`src/design/svalloc_pkg.sv`:
```
// ----------------------------------------------------------------------------
// svalloc_pkg
// Shared types and constants for the sound voice allocator: beat payloads,
// op and status codes, controller states and the scan carry between cells.
// ----------------------------------------------------------------------------
package svalloc_pkg;

	localparam int VOICES_DEF = 8;
	localparam logic [23:0] MIN_SAMPLES = 24'd4;
	localparam logic [7:0] CENTER_PAN = 8'd128;

	typedef enum logic [2:0] {
		OP_START   = 3'd0,
		OP_STARTED = 3'd1,
		OP_FREE    = 3'd2,
		OP_VOLUME  = 3'd3,
		OP_CLEAR   = 3'd4
	} op_t;

	typedef enum logic [2:0] {
		ST_GRANTED   = 3'd0,
		ST_SHORT     = 3'd1,
		ST_DUPLICATE = 3'd2,
		ST_NOVOICE   = 3'd3,
		ST_EVENT     = 3'd4
	} status_t;

	typedef enum logic [2:0] {
		S_IDLE,
		S_LAUNCH1,
		S_SCAN1,
		S_LAUNCH2,
		S_SCAN2,
		S_DONE
	} state_t;

	typedef struct packed {
		op_t         op;
		logic [2:0]  voice;
		logic [7:0]  effect_id;
		logic [7:0]  sound_priority;
		logic        singular;
		logic [23:0] sample_count;
		logic        has_origin;
		logic [15:0] origin_id;
		logic [6:0]  volume;
		logic [7:0]  pan;
	} req_t;

	typedef struct packed {
		logic       granted;
		logic [2:0] voice_out;
		status_t    status;
		logic [7:0] pan_out;
	} rsp_t;

	typedef struct packed {
		logic done;
		logic dup;
		logic found;
	} carry_t;

	typedef struct packed {
		logic       set_started;
		logic       free;
		logic       set_volume;
		logic       clear;
		logic       assign_voice;
		logic [6:0] volume;
	} cmd_t;

endpackage

```
`src/design/svalloc_cell.sv`:
```
// ----------------------------------------------------------------------------
// svalloc_cell
// One voice slot: holds the voice state and, when the scan token passes,
// updates the carry with this voice's verdict and hands it to the next cell.
// ----------------------------------------------------------------------------
module svalloc_cell
	import svalloc_pkg::*;
#(
	parameter int VOICES = VOICES_DEF,
	parameter int INDEX  = 0
) (
	input  logic                      clk,
	input  logic                      arst_n,
	input  req_t                      scan_req,
	input  logic                      pass2,
	input  logic                      tok_in,
	input  carry_t                    carry_in,
	input  logic [$clog2(VOICES)-1:0] pick_in,
	output logic                      tok_out,
	output carry_t                    carry_out,
	output logic [$clog2(VOICES)-1:0] pick_out,
	input  cmd_t                      cmd,
	input  logic [$clog2(VOICES)-1:0] cmd_idx
);

	localparam int IDX_W = $clog2(VOICES);
	localparam logic [IDX_W-1:0] ME = IDX_W'(INDEX);

	logic        active_q;
	logic [7:0]  sound_q;
	logic [7:0]  prio_q;
	logic        started_q;
	logic [6:0]  volume_q;
	logic        has_origin_q;
	logic [15:0] origin_q;

	logic        tok_q;
	carry_t      carry_q;
	logic [IDX_W-1:0] pick_q;

	carry_t      carry_d;
	logic [IDX_W-1:0] pick_d;
	logic        same;
	logic        hit;

	assign same = (scan_req.effect_id != 8'd0) && (sound_q == scan_req.effect_id);
	assign hit  = (cmd_idx == ME);

	always_comb begin
		carry_d = carry_in;
		pick_d  = pick_in;
		if (tok_in) begin
			if (pass2) begin
				if (!carry_in.found && (prio_q >= scan_req.sound_priority)) begin
					carry_d.found = 1'b1;
					pick_d        = ME;
				end
			end else if (!carry_in.done) begin
				if (same && !started_q) begin
					carry_d.done = 1'b1;
					if (volume_q < scan_req.volume) begin
						carry_d.found = 1'b1;
						pick_d        = ME;
					end else begin
						carry_d.dup = 1'b1;
					end
				end else if ((same && scan_req.singular) ||
						(scan_req.has_origin && has_origin_q &&
						(origin_q == scan_req.origin_id))) begin
					carry_d.done  = 1'b1;
					carry_d.found = 1'b1;
					pick_d        = ME;
				end else if (!active_q) begin
					carry_d.found = 1'b1;
					pick_d        = ME;
				end
			end
		end
	end

	always_ff @(posedge clk or negedge arst_n) begin
		if (!arst_n) begin
			tok_q   <= 1'b0;
			carry_q <= '0;
			pick_q  <= '0;
		end else begin
			tok_q   <= tok_in;
			carry_q <= carry_d;
			pick_q  <= pick_d;
		end
	end

	always_ff @(posedge clk or negedge arst_n) begin
		if (!arst_n) begin
			active_q     <= 1'b0;
			sound_q      <= '0;
			prio_q       <= '0;
			started_q    <= 1'b0;
			volume_q     <= '0;
			has_origin_q <= 1'b0;
			origin_q     <= '0;
		end else if (cmd.clear) begin
			active_q     <= 1'b0;
			sound_q      <= '0;
			prio_q       <= '0;
			started_q    <= 1'b0;
			volume_q     <= '0;
			has_origin_q <= 1'b0;
			origin_q     <= '0;
		end else if (hit) begin
			if (cmd.assign_voice) begin
				active_q     <= 1'b1;
				sound_q      <= scan_req.effect_id;
				prio_q       <= scan_req.sound_priority;
				started_q    <= 1'b0;
				volume_q     <= cmd.volume;
				has_origin_q <= scan_req.has_origin;
				origin_q     <= scan_req.has_origin ? scan_req.origin_id : 16'd0;
			end
			if (cmd.set_started) begin
				started_q <= 1'b1;
			end
			if (cmd.free) begin
				active_q <= 1'b0;
			end
			if (cmd.set_volume) begin
				volume_q <= cmd.volume;
			end
		end
	end

	assign tok_out   = tok_q;
	assign carry_out = carry_q;
	assign pick_out  = pick_q;

endmodule

```
`src/design/svalloc_ctrl.sv`:
```
// ----------------------------------------------------------------------------
// svalloc_ctrl
// Sequencer: takes request beats, applies events, launches the scan token
// down the cell chain (match pass, then steal pass), writes the chosen voice
// and holds the response beat.
// ----------------------------------------------------------------------------
module svalloc_ctrl
	import svalloc_pkg::*;
#(
	parameter int VOICES = VOICES_DEF
) (
	input  logic                      clk,
	input  logic                      arst_n,
	input  logic                      req_valid,
	output logic                      req_stall,
	input  req_t                      req,
	output logic                      rsp_valid,
	input  logic                      rsp_stall,
	output rsp_t                      rsp,
	output req_t                      scan_req,
	output logic                      inject,
	output logic                      pass2,
	input  logic                      last_tok,
	input  carry_t                    last_carry,
	input  logic [$clog2(VOICES)-1:0] last_pick,
	output cmd_t                      cmd,
	output logic [$clog2(VOICES)-1:0] cmd_idx
);

	localparam int IDX_W = $clog2(VOICES);

	state_t state_q, state_d;
	req_t   req_q;
	rsp_t   res_q, res_d;
	rsp_t   rsp_q;
	logic   rsp_valid_q;
	logic   accept;
	logic   load_out;
	logic   in_range;

	assign req_stall = (state_q != S_IDLE);
	assign accept    = req_valid && !req_stall;
	assign in_range  = (32'(req.voice) < 32'(VOICES));
	assign scan_req  = req_q;

	always_ff @(posedge clk or negedge arst_n) begin
		if (!arst_n) begin
			state_q <= S_IDLE;
		end else begin
			state_q <= state_d;
		end
	end

	always_comb begin
		state_d  = state_q;
		res_d    = res_q;
		cmd      = '0;
		cmd_idx  = IDX_W'(req.voice);
		inject   = 1'b0;
		pass2    = (state_q == S_LAUNCH2) || (state_q == S_SCAN2);
		load_out = 1'b0;
		unique case (state_q) inside
			S_IDLE: begin
				if (accept) begin
					res_d      = '0;
					res_d.status = ST_EVENT;
					cmd.volume = req.volume;
					state_d    = S_DONE;
					case (req.op)
						OP_START: begin
							if (req.sample_count < MIN_SAMPLES) begin
								res_d.status = ST_SHORT;
							end else begin
								state_d = S_LAUNCH1;
							end
						end
						OP_STARTED: cmd.set_started = in_range;
						OP_FREE:    cmd.free        = in_range;
						OP_VOLUME:  cmd.set_volume  = in_range;
						OP_CLEAR:   cmd.clear       = 1'b1;
						default:    ;
					endcase
				end
			end
			S_LAUNCH1, S_LAUNCH2: begin
				inject  = 1'b1;
				state_d = (state_q == S_LAUNCH1) ? S_SCAN1 : S_SCAN2;
			end
			S_SCAN1, S_SCAN2: begin
				cmd_idx = last_pick;
				if (last_tok) begin
					state_d = S_DONE;
					if ((state_q == S_SCAN1) && last_carry.done && last_carry.dup) begin
						res_d.status = ST_DUPLICATE;
					end else if (last_carry.found) begin
						cmd.assign_voice = 1'b1;
						cmd.volume       = req_q.volume;
						res_d.granted    = 1'b1;
						res_d.voice_out  = 3'(last_pick);
						res_d.status     = ST_GRANTED;
						res_d.pan_out    = req_q.has_origin ? CENTER_PAN : req_q.pan;
					end else if (state_q == S_SCAN1) begin
						state_d = S_LAUNCH2;
					end else begin
						res_d.status = ST_NOVOICE;
					end
				end
			end
			S_DONE: begin
				if (!rsp_valid_q || !rsp_stall) begin
					load_out = 1'b1;
					state_d  = S_IDLE;
				end
			end
			default: state_d = S_IDLE;
		endcase
	end

	always_ff @(posedge clk) begin
		if (accept) begin
			req_q <= req;
		end
		res_q <= res_d;
		if (load_out) begin
			rsp_q <= res_q;
		end
	end

	always_ff @(posedge clk or negedge arst_n) begin
		if (!arst_n) begin
			rsp_valid_q <= 1'b0;
		end else if (load_out) begin
			rsp_valid_q <= 1'b1;
		end else if (!rsp_stall) begin
			rsp_valid_q <= 1'b0;
		end
	end

	assign rsp_valid = rsp_valid_q;
	assign rsp       = rsp_q;

endmodule

```
`src/design/sound_voice_allocator.sv`:
```
// ----------------------------------------------------------------------------
// sound_voice_allocator
// Mixer voice table with priority stealing, built as a row of voice cells
// through which a scan token walks one cell per cycle.
//
//   channel  direction  handshake              payload
//   req      in         req_valid / req_stall  req_t (op, voice, sound ...)
//   rsp      out        rsp_valid / rsp_stall  rsp_t (granted, voice_out ...)
//
// Events and short starts go from accept straight to the done state, which
// loads the response beat. Starts walk the token down the cell chain for the
// match pass and, when that finds no voice, once more for the steal pass.
// One beat in flight; req_stall is high from accept until the response loads.
// Reset clears every voice; a stalled response holds and delays the next load.
// ----------------------------------------------------------------------------
module sound_voice_allocator
	import svalloc_pkg::*;
#(
	parameter int VOICES = VOICES_DEF
) (
	input  logic clk,
	input  logic arst_n,
	input  logic req_valid,
	output logic req_stall,
	input  req_t req,
	output logic rsp_valid,
	input  logic rsp_stall,
	output rsp_t rsp
);

	localparam int IDX_W = $clog2(VOICES);

	req_t             scan_req;
	logic             inject;
	logic             pass2;
	cmd_t             cmd;
	logic [IDX_W-1:0] cmd_idx;
	logic [VOICES:0]  tok;
	carry_t           carry [VOICES+1];
	logic [IDX_W-1:0] pick  [VOICES+1];

	assign tok[0]   = inject;
	assign carry[0] = '0;
	assign pick[0]  = '0;

	for (genvar g = 0; g < VOICES; g++) begin : g_cell
		svalloc_cell #(
			.VOICES(VOICES),
			.INDEX (g)
		) u_cell (
			.clk      (clk),
			.arst_n   (arst_n),
			.scan_req (scan_req),
			.pass2    (pass2),
			.tok_in   (tok[g]),
			.carry_in (carry[g]),
			.pick_in  (pick[g]),
			.tok_out  (tok[g+1]),
			.carry_out(carry[g+1]),
			.pick_out (pick[g+1]),
			.cmd      (cmd),
			.cmd_idx  (cmd_idx)
		);
	end

	svalloc_ctrl #(
		.VOICES(VOICES)
	) u_ctrl (
		.clk       (clk),
		.arst_n    (arst_n),
		.req_valid (req_valid),
		.req_stall (req_stall),
		.req       (req),
		.rsp_valid (rsp_valid),
		.rsp_stall (rsp_stall),
		.rsp       (rsp),
		.scan_req  (scan_req),
		.inject    (inject),
		.pass2     (pass2),
		.last_tok  (tok[VOICES]),
		.last_carry(carry[VOICES]),
		.last_pick (pick[VOICES]),
		.cmd       (cmd),
		.cmd_idx   (cmd_idx)
	);

endmodule

```
`config.mk`:
```
export PLATFORM = sky130hd
export DESIGN_NAME = sound_voice_allocator
export DESIGN_NICKNAME = d
export VERILOG_FILES = /design/src/design/svalloc_pkg.sv /design/src/design/svalloc_cell.sv /design/src/design/svalloc_ctrl.sv /design/src/design/sound_voice_allocator.sv
export SDC_FILE = /design/constraint.sdc
export NUM_CORES = 1
export LEC_CHECK = 0
export BUFFER_PORTS_ARGS = -buffer_cell sky130_fd_sc_hd__buf_2
export CAP_MARGIN = 30
export CORE_MARGIN = 10
export CORE_UTILIZATION = 55
export CTS_CLUSTER_SIZE = 24
export DETAILED_ROUTE_END_ITERATION = 8
export PLACE_DENSITY = 0.72
export SETUP_SLACK_MARGIN = 0.1
export SLEW_MARGIN = 20
export SYNTH_ARGS = -nofsm -noshare
export SYNTH_HDL_FRONTEND = slang
export SYNTH_HIERARCHICAL = 1
export SYNTH_SLANG_ARGS = --single-unit
```
`constraint.sdc`:
```
create_clock -name clk -period 14.62 [get_ports clk]
set_input_delay 0.731 -clock clk [delete_from_list [all_inputs] [get_ports clk]]
set_output_delay 0.731 -clock clk [all_outputs]
set_load 0.01 [all_outputs]
```
==> results.cfg, run 1 <==
[outcome]
status = finished, final reports clean

[routing]
route.vias.total = 15700
detail_route.wl_per_cell_um = 21.2
ant_nets = 0
drtPass1Iterations = 5
drt_first_iter_violations = 1253
totalWireLength_um = 55600
met1_wl_um = 25000
met3WireLength_um = 2940
dr.max_layer_used = met4
route.met2.wl_um = 26400
drc_errors = 0
detail_route.vias_per_cell = 6.00

[setup_path]
critical_path_class = reg -> reg
timing.reg2reg.setup_slack_ns = 10.53
max_stage_delay_ns = 0.75
critical_path.max_fanout = 17
cp_cell_sequence = nand2b_4 > a21oi_2 > mux2_2 > nor3_2 > nand2_1 > nor2_2 > and2_1 > a22o_1
critical_path.startpoint_type = flop
timing.critical_path.to_type = flop
required_ns = 15.15
cp.buffers_inverters = 0
cp_slowest_cell = sky130_fd_sc_hd__dfrtp_1
worst_ep_arrival_time_ns = 4.62
cp_top_family = simple AND/OR/NAND/NOR gates

[floorplanning]
die_x_um = 224
design.die.area_um2 = 50100
floorplan.core_area_um2 = 40900
die-height_um = 224
rows = 74
initial_utilization_pct = 55.8
ioPinCount = 100

[clock_tree]
cts_made_buffers = 50
tritoncts = built
clockRootBuffer = sky130_fd_sc_hd__clkbuf_16
post_cts_resized = 0
postCtsHoldBufs = 0
tritoncts_num_sinks = 475
htree_levels = 2
cts_max_path_buffers = 3
cts.repair_timing.setup_buffer_count = 0
clk-insertion-delay-late_ns = 0.60
cts_clk_pin_slew_worst_paths_ns = 0.06

[power_and_ir_drop]
power.share.switching_pct = 33.4
finalPower_uw = 4820
power.density_nw_per_um2 = 187
sequential_cell_fraction_of_total_power_pct = 44.7
combinational_power_share_pct = 29.4
p_sw_uw = 1610
cellInternalPower_uw = 3210
vdd_ir_drop_max_uv = 99.4
leakagePower_uw = 0.0123
clock_power_share_pct = 25.9

[logic_synthesis]
post_synth.cell_area_avg_um2 = 11.9
synthCells = 1922
synth_warnings = 6
syn_area_um2 = 22900

[sta]
max_clock_freq_mhz = 244
period_needed_ns = 4.09
max_slew_margin_pct = 36.5
unrepaired_setup_endpoints_after_global_routing = false
period_share_pct = 28.0
clock-skew-final_ns = 0.0192
totalNegativeSetupSlack_ns = 0
finalHoldViolCount = 0
timing_worst_slew_pin_value_ns = 0.952
maxSlewViolCount = 0
final_setup_fails = 0

[placed_design]
placed_area_um2 = 24000
last_weighted_congestion_value_of_the_routability_driven_placer = 0.837
place_hpwl_um = 35600
port-buffer-count = 97
number_of_cells_in_the_design_after_placement = 2527

[layout]
num-fill-cells = 3256
post-route-util_pct = 62.9
number_of_nets_at_the_end_of_the_flow = 2249
fin_area_um2 = 25700
post_layout_nonfiller_instances = 2624
layout-area-overhead-vs-synth_pct = 12.7
post_route_cells_drive_above_1_share_pct = 14.3
insertedDiodeCount = 0

[global_routing]
vias_in_the_first_global_route = 16100
antenna_found_initial = 1
largest_net_degree_at_the_start_of_global_routing = 171
track_usage_pct = 22.2
grt_pass1_wl_um = 89600
grt.overflow.total = 0

[flow_run]
cap_violations = 0

[hold_path]
worstHoldPathType = in -> async
## per-layer routing
layer  up-vias  track usage, %
met2       375            36.3
met1      7992            30.0
li1       7286               -
met3        80            3.35
met4         0            6.65
met5         -               0
## flip-flops by register name (all words and copies together) (netlist names), 3 cells and up
| register | flops |
|---|---|
| g_cell.u_cell/tok_out | 8 |
| g_cell.u_cell/active_q | 8 |
| g_cell.u_cell/has_origin_q | 8 |
| u_ctrl/res_q | 15 |
| g_cell.u_cell/sound_q | 64 |
| g_cell.u_cell/pick_out | 24 |
| g_cell.u_cell/origin_q | 128 |
| u_ctrl/scan_req | 49 |
| g_cell.u_cell/started_q | 8 |
| u_ctrl/rsp | 15 |
| g_cell.u_cell/volume_q | 56 |
| g_cell.u_cell/carry_out | 24 |
| u_ctrl/state_q | 3 |
| g_cell.u_cell/prio_q | 64 |
## stage by stage
stage          hold slack, ns  setup slack (ns)
2_1_floorplan           0.395             10.20
3_3_place_gp            0.403             10.70
3_5_place_dp            0.405             10.59
4_1_cts                 0.135             10.59
5_1_grt                 0.156             10.26
6_report               0.0922             10.53
## worst paths after layout
| kind | startpoint | end | cells past startpoint |
|---|---|---|---|
| min in group clk | req[21] | u_ctrl/scan_req[21]$_DFFE_PP_ | 1 |
| worst max-delay path | u_ctrl/state_q[2]$_DFFE_PN0P_ | g_cell[0].u_cell/origin_q[7]$_DFFE_PN0P_ | 8 |
| max in group asynchronous | arst_n | g_cell[5].u_cell/origin_q[0]$_DFFE_PN0P_ | 4 |
| worst max register to register | u_ctrl/state_q[2]$_DFFE_PN0P_ | g_cell[0].u_cell/origin_q[7]$_DFFE_PN0P_ | 8 |
| worst min register to register | u_ctrl/res_q[1]$_SDFFCE_PP0P_ | u_ctrl/rsp[1]$_DFFE_PP_ | 0 |
| worst min-delay path | arst_n | u_ctrl/rsp_valid$_DFFE_PN0P_ | 1 |
## area by class of cell
cell class / instances / area, µm² / area share (%)
Tap cell: 532 / 666 / 2.59
Multi-Input combinational cell: 1246 / 9740 / 37.8
Inverter: 139 / 524 / 2.04
Clock inverter: 18 / 139 / 0.539
Sequential cell: 475 / 12300 / 47.7
Timing Repair Buffer: 142 / 908 / 3.53
Clock buffer: 72 / 1490 / 5.77
## cells in the final DEF (no fill, tap or decap), types with 11 or more instances in the layout
cell and instances:
sky130_fd_sc_hd__nand2_1 92, sky130_fd_sc_hd__inv_1 137, sky130_fd_sc_hd__a211oi_1 11, sky130_fd_sc_hd__nand4_1 33, sky130_fd_sc_hd__nand3b_1 14, sky130_fd_sc_hd__nor4_1 47
sky130_fd_sc_hd__clkbuf_16 51, sky130_fd_sc_hd__buf_4 37, sky130_fd_sc_hd__xnor2_1 40, sky130_fd_sc_hd__edfxtp_1 79, sky130_fd_sc_hd__nand2b_1 73, sky130_fd_sc_hd__clkbuf_8 13
sky130_fd_sc_hd__o21ai_1 14, sky130_fd_sc_hd__a22o_1 257, sky130_fd_sc_hd__o21ai_0 53, sky130_fd_sc_hd__a21o_1 40, sky130_fd_sc_hd__nor2_1 33, sky130_fd_sc_hd__buf_2 98
sky130_fd_sc_hd__xor2_1 152, sky130_fd_sc_hd__and3_1 15, sky130_fd_sc_hd__dfrtp_1 396, sky130_fd_sc_hd__ha_1 112, sky130_fd_sc_hd__a21oi_1 30, sky130_fd_sc_hd__nor4_2 11
sky130_fd_sc_hd__nand3_1 23, sky130_fd_sc_hd__clkinv_2 12, sky130_fd_sc_hd__and2_1 19
## power by group through the flow
stage,Sequential (µW),Clock [µW],Combinational (µW)
finish,2150,1250,1420
global route,2200,1330,1600
CTS,2150,1270,1420
detailed placement,2170,0,1400
global placement,2150,0,1340
floorplan,2100,0,1040
No activity file was read; power rests on OpenSTA's default activity.
==> run 2, diff against run 1 <==
clock period = 3.86 ns   (was 14.62 ns; I/O delays follow)
==> results.cfg, run 2 (synthesis results as in run 1) <==
[outcome]
status = finished, final reports clean

[layout]
fin_area_um2 = 26500
mostFrequentLayoutCells = sky130_fd_sc_hd__dfrtp_1 (395), sky130_fd_sc_hd__a22o_1 (257), sky130_fd_sc_hd__xor2_1 (152)
top_reg_by_flops = g_cell.u_cell/origin_q
post_route_cells_drive_above_1_share_pct = 15.1
number_of_nets_at_the_end_of_the_flow = 2315
post-route-util_pct = 64.7
multiInputGateArea_um2 = 9840
top_regs = g_cell.u_cell/origin_q x128, g_cell.u_cell/prio_q x64, g_cell.u_cell/sound_q x64
num-fill-cells = 3118
insertedDiodeCount = 0
largest_register_ffs = 128
layout.cells.most_common = sky130_fd_sc_hd__dfrtp_1
area.sequential_um2 = 12300
layout-area-overhead-vs-synth_pct = 15.9

[global_routing]
largest_net_degree_at_the_start_of_global_routing = 104
grt.overflow.total = 0
track_usage_pct = 22.8
grt_pass1_wl_um = 92000
antenna_found_initial = 1
vias_in_the_first_global_route = 16600

[routing]
drt_first_iter_violations = 1411
detail_route.wl_per_cell_um = 21.1
ant_nets = 0
detail_route.vias_per_cell = 5.94
drc_errors = 0
totalWireLength_um = 57000
drtPass1Iterations = 5
route.vias.total = 16000

[floorplanning]
ioPinCount = 100
design.die.area_um2 = 50100
floorplan.core_area_um2 = 40900
initial_utilization_pct = 55.8
die-height_um = 224
die_x_um = 224
rows = 74

[sta]
max_slew_margin_pct = 38.4
finalHoldViolCount = 0
postLayoutSetupSlackWorst_ns = 0.642
maxSlewViolCount = 0
holdWs_ns = 0.0811
period_needed_ns = 3.22
max_clock_freq_mhz = 311
final_setup_fails = 0
clock-skew-final_ns = 0.0159
period_share_pct = 83.4
totalNegativeSetupSlack_ns = 0
timing_worst_slew_pin_value_ns = 0.924
unrepaired_setup_endpoints_after_global_routing = false

[clock_tree]
clockRootBuffer = sky130_fd_sc_hd__clkbuf_16
cts_made_buffers = 51
htree_levels = 2
cts_max_path_buffers = 3
cts.repair_timing.setup_buffer_count = 0
cts_clk_pin_slew_worst_paths_ns = 0.06
post_cts_resized = 0
clk-insertion-delay-late_ns = 0.60
tritoncts_num_sinks = 475
tritoncts = built
postCtsHoldBufs = 51

[power_and_ir_drop]
cellInternalPower_uw = 12400
power.share.switching_pct = 33.4
leakagePower_uw = 0.0127
p_sw_uw = 6200
vdd_ir_drop_max_uv = 410
power.density_nw_per_um2 = 700
clock_power_share_pct = 26.3
sequential_cell_fraction_of_total_power_pct = 44.8
combinational_power_share_pct = 28.9

[setup_path]
critical_path.startpoint_type = flop
timing.critical_path.to_type = flop
timing.reg2reg.setup_slack_ns = 0.64
worst_ep_arrival_time_ns = 3.75
required_ns = 4.39
critical_path.max_fanout = 17
critical_path_class = reg -> reg

[hold_path]
worstHoldPathType = in -> reg

[placed_design]
worst_setup_slack_post_dpl_ns = 0.707
last_weighted_congestion_value_of_the_routability_driven_placer = 0.843
place_hpwl_um = 37500
placed_area_um2 = 24300
port-buffer-count = 97

[flow_run]
cap_violations = 0
run 2: changes by cell type in the layout (fill, tap and decap cells not counted), sizes merged:
cell / delta
buf: +14
clkbuf: +6
dlygate4sd3: +51
run 2: routing by layer:
metal | track usage (%) | routed length (µm)
met2 | 37.0 | 27200
met5 | 0 | 0
met4 | 7.52 | 1430
met1 | 31.0 | 25300
met3 | 3.27 | 3080
run 2: power by group through the flow:
stage / sequential (µW) / combinational (µW) / clock, µW
global route: 8510 / 6050 / 5200
detailed placement: 8340 / 5300 / 0
finish: 8300 / 5360 / 4880
global placement: 8270 / 5050 / 0
CTS: 8280 / 5390 / 4970
floorplan: 7970 / 4020 / 0
run 2: path summary, 6_finish.rpt:
| kind | start | endpoint | cells after the start |
|---|---|---|---|
| worst max-delay path | u_ctrl/state_q[1]$_DFFE_PN0P_ | g_cell[1].u_cell/origin_q[9]$_DFFE_PN0P_ | 8 |
| worst min-delay path | req_valid | u_ctrl/state_q[0]$_DFFE_PN0P_ | 3 |
| worst max register to register | u_ctrl/state_q[1]$_DFFE_PN0P_ | g_cell[1].u_cell/origin_q[9]$_DFFE_PN0P_ | 8 |
| worst min register to register | u_ctrl/res_q[8]$_DFFE_PP_ | u_ctrl/rsp[8]$_DFFE_PP_ | 0 |
| max in group asynchronous | arst_n | g_cell[2].u_cell/sound_q[1]$_DFFE_PN0P_ | 3 |
| min in group asynchronous | arst_n | g_cell[7].u_cell/carry_out[0]$_DFF_PN0_ | 2 |
run 2: layout make-up:
| class | count | share of cell area (%) |
|---|---|---|
| inverters | 139 | 1.98 |
| clock buffers | 78 | 5.89 |
| repair buffers | 207 | 5.56 |
| multi-input cells | 1246 | 37.1 |
| flip-flops and latches | 475 | 46.4 |
| well taps | 532 | 2.51 |
| clock inverters | 18 | 0.543 |
run 2: through the flow:
| step | power (µW) | instances |
|---|---|---|
| after detailed placement | 13600 | 2548 |
| after floorplan | 12000 | 1929 |
| after global placement | 13300 | 2548 |
| after global routing | 19800 | 2695 |
| after CTS | 18600 | 2695 |
| final | 18600 | 2695 |
run 2: critical path, cell delays in order (launching register included):
cell	delay, ns
sky130_fd_sc_hd__dfrtp_2	0.52
sky130_fd_sc_hd__nand2b_4	0.22
sky130_fd_sc_hd__a21oi_2	0.26
sky130_fd_sc_hd__mux2_2	0.49
sky130_fd_sc_hd__nor3b_4	0.39
sky130_fd_sc_hd__nand2_1	0.20
sky130_fd_sc_hd__nor2_4	0.21
sky130_fd_sc_hd__and2_1	0.60
sky130_fd_sc_hd__a22o_1	0.23
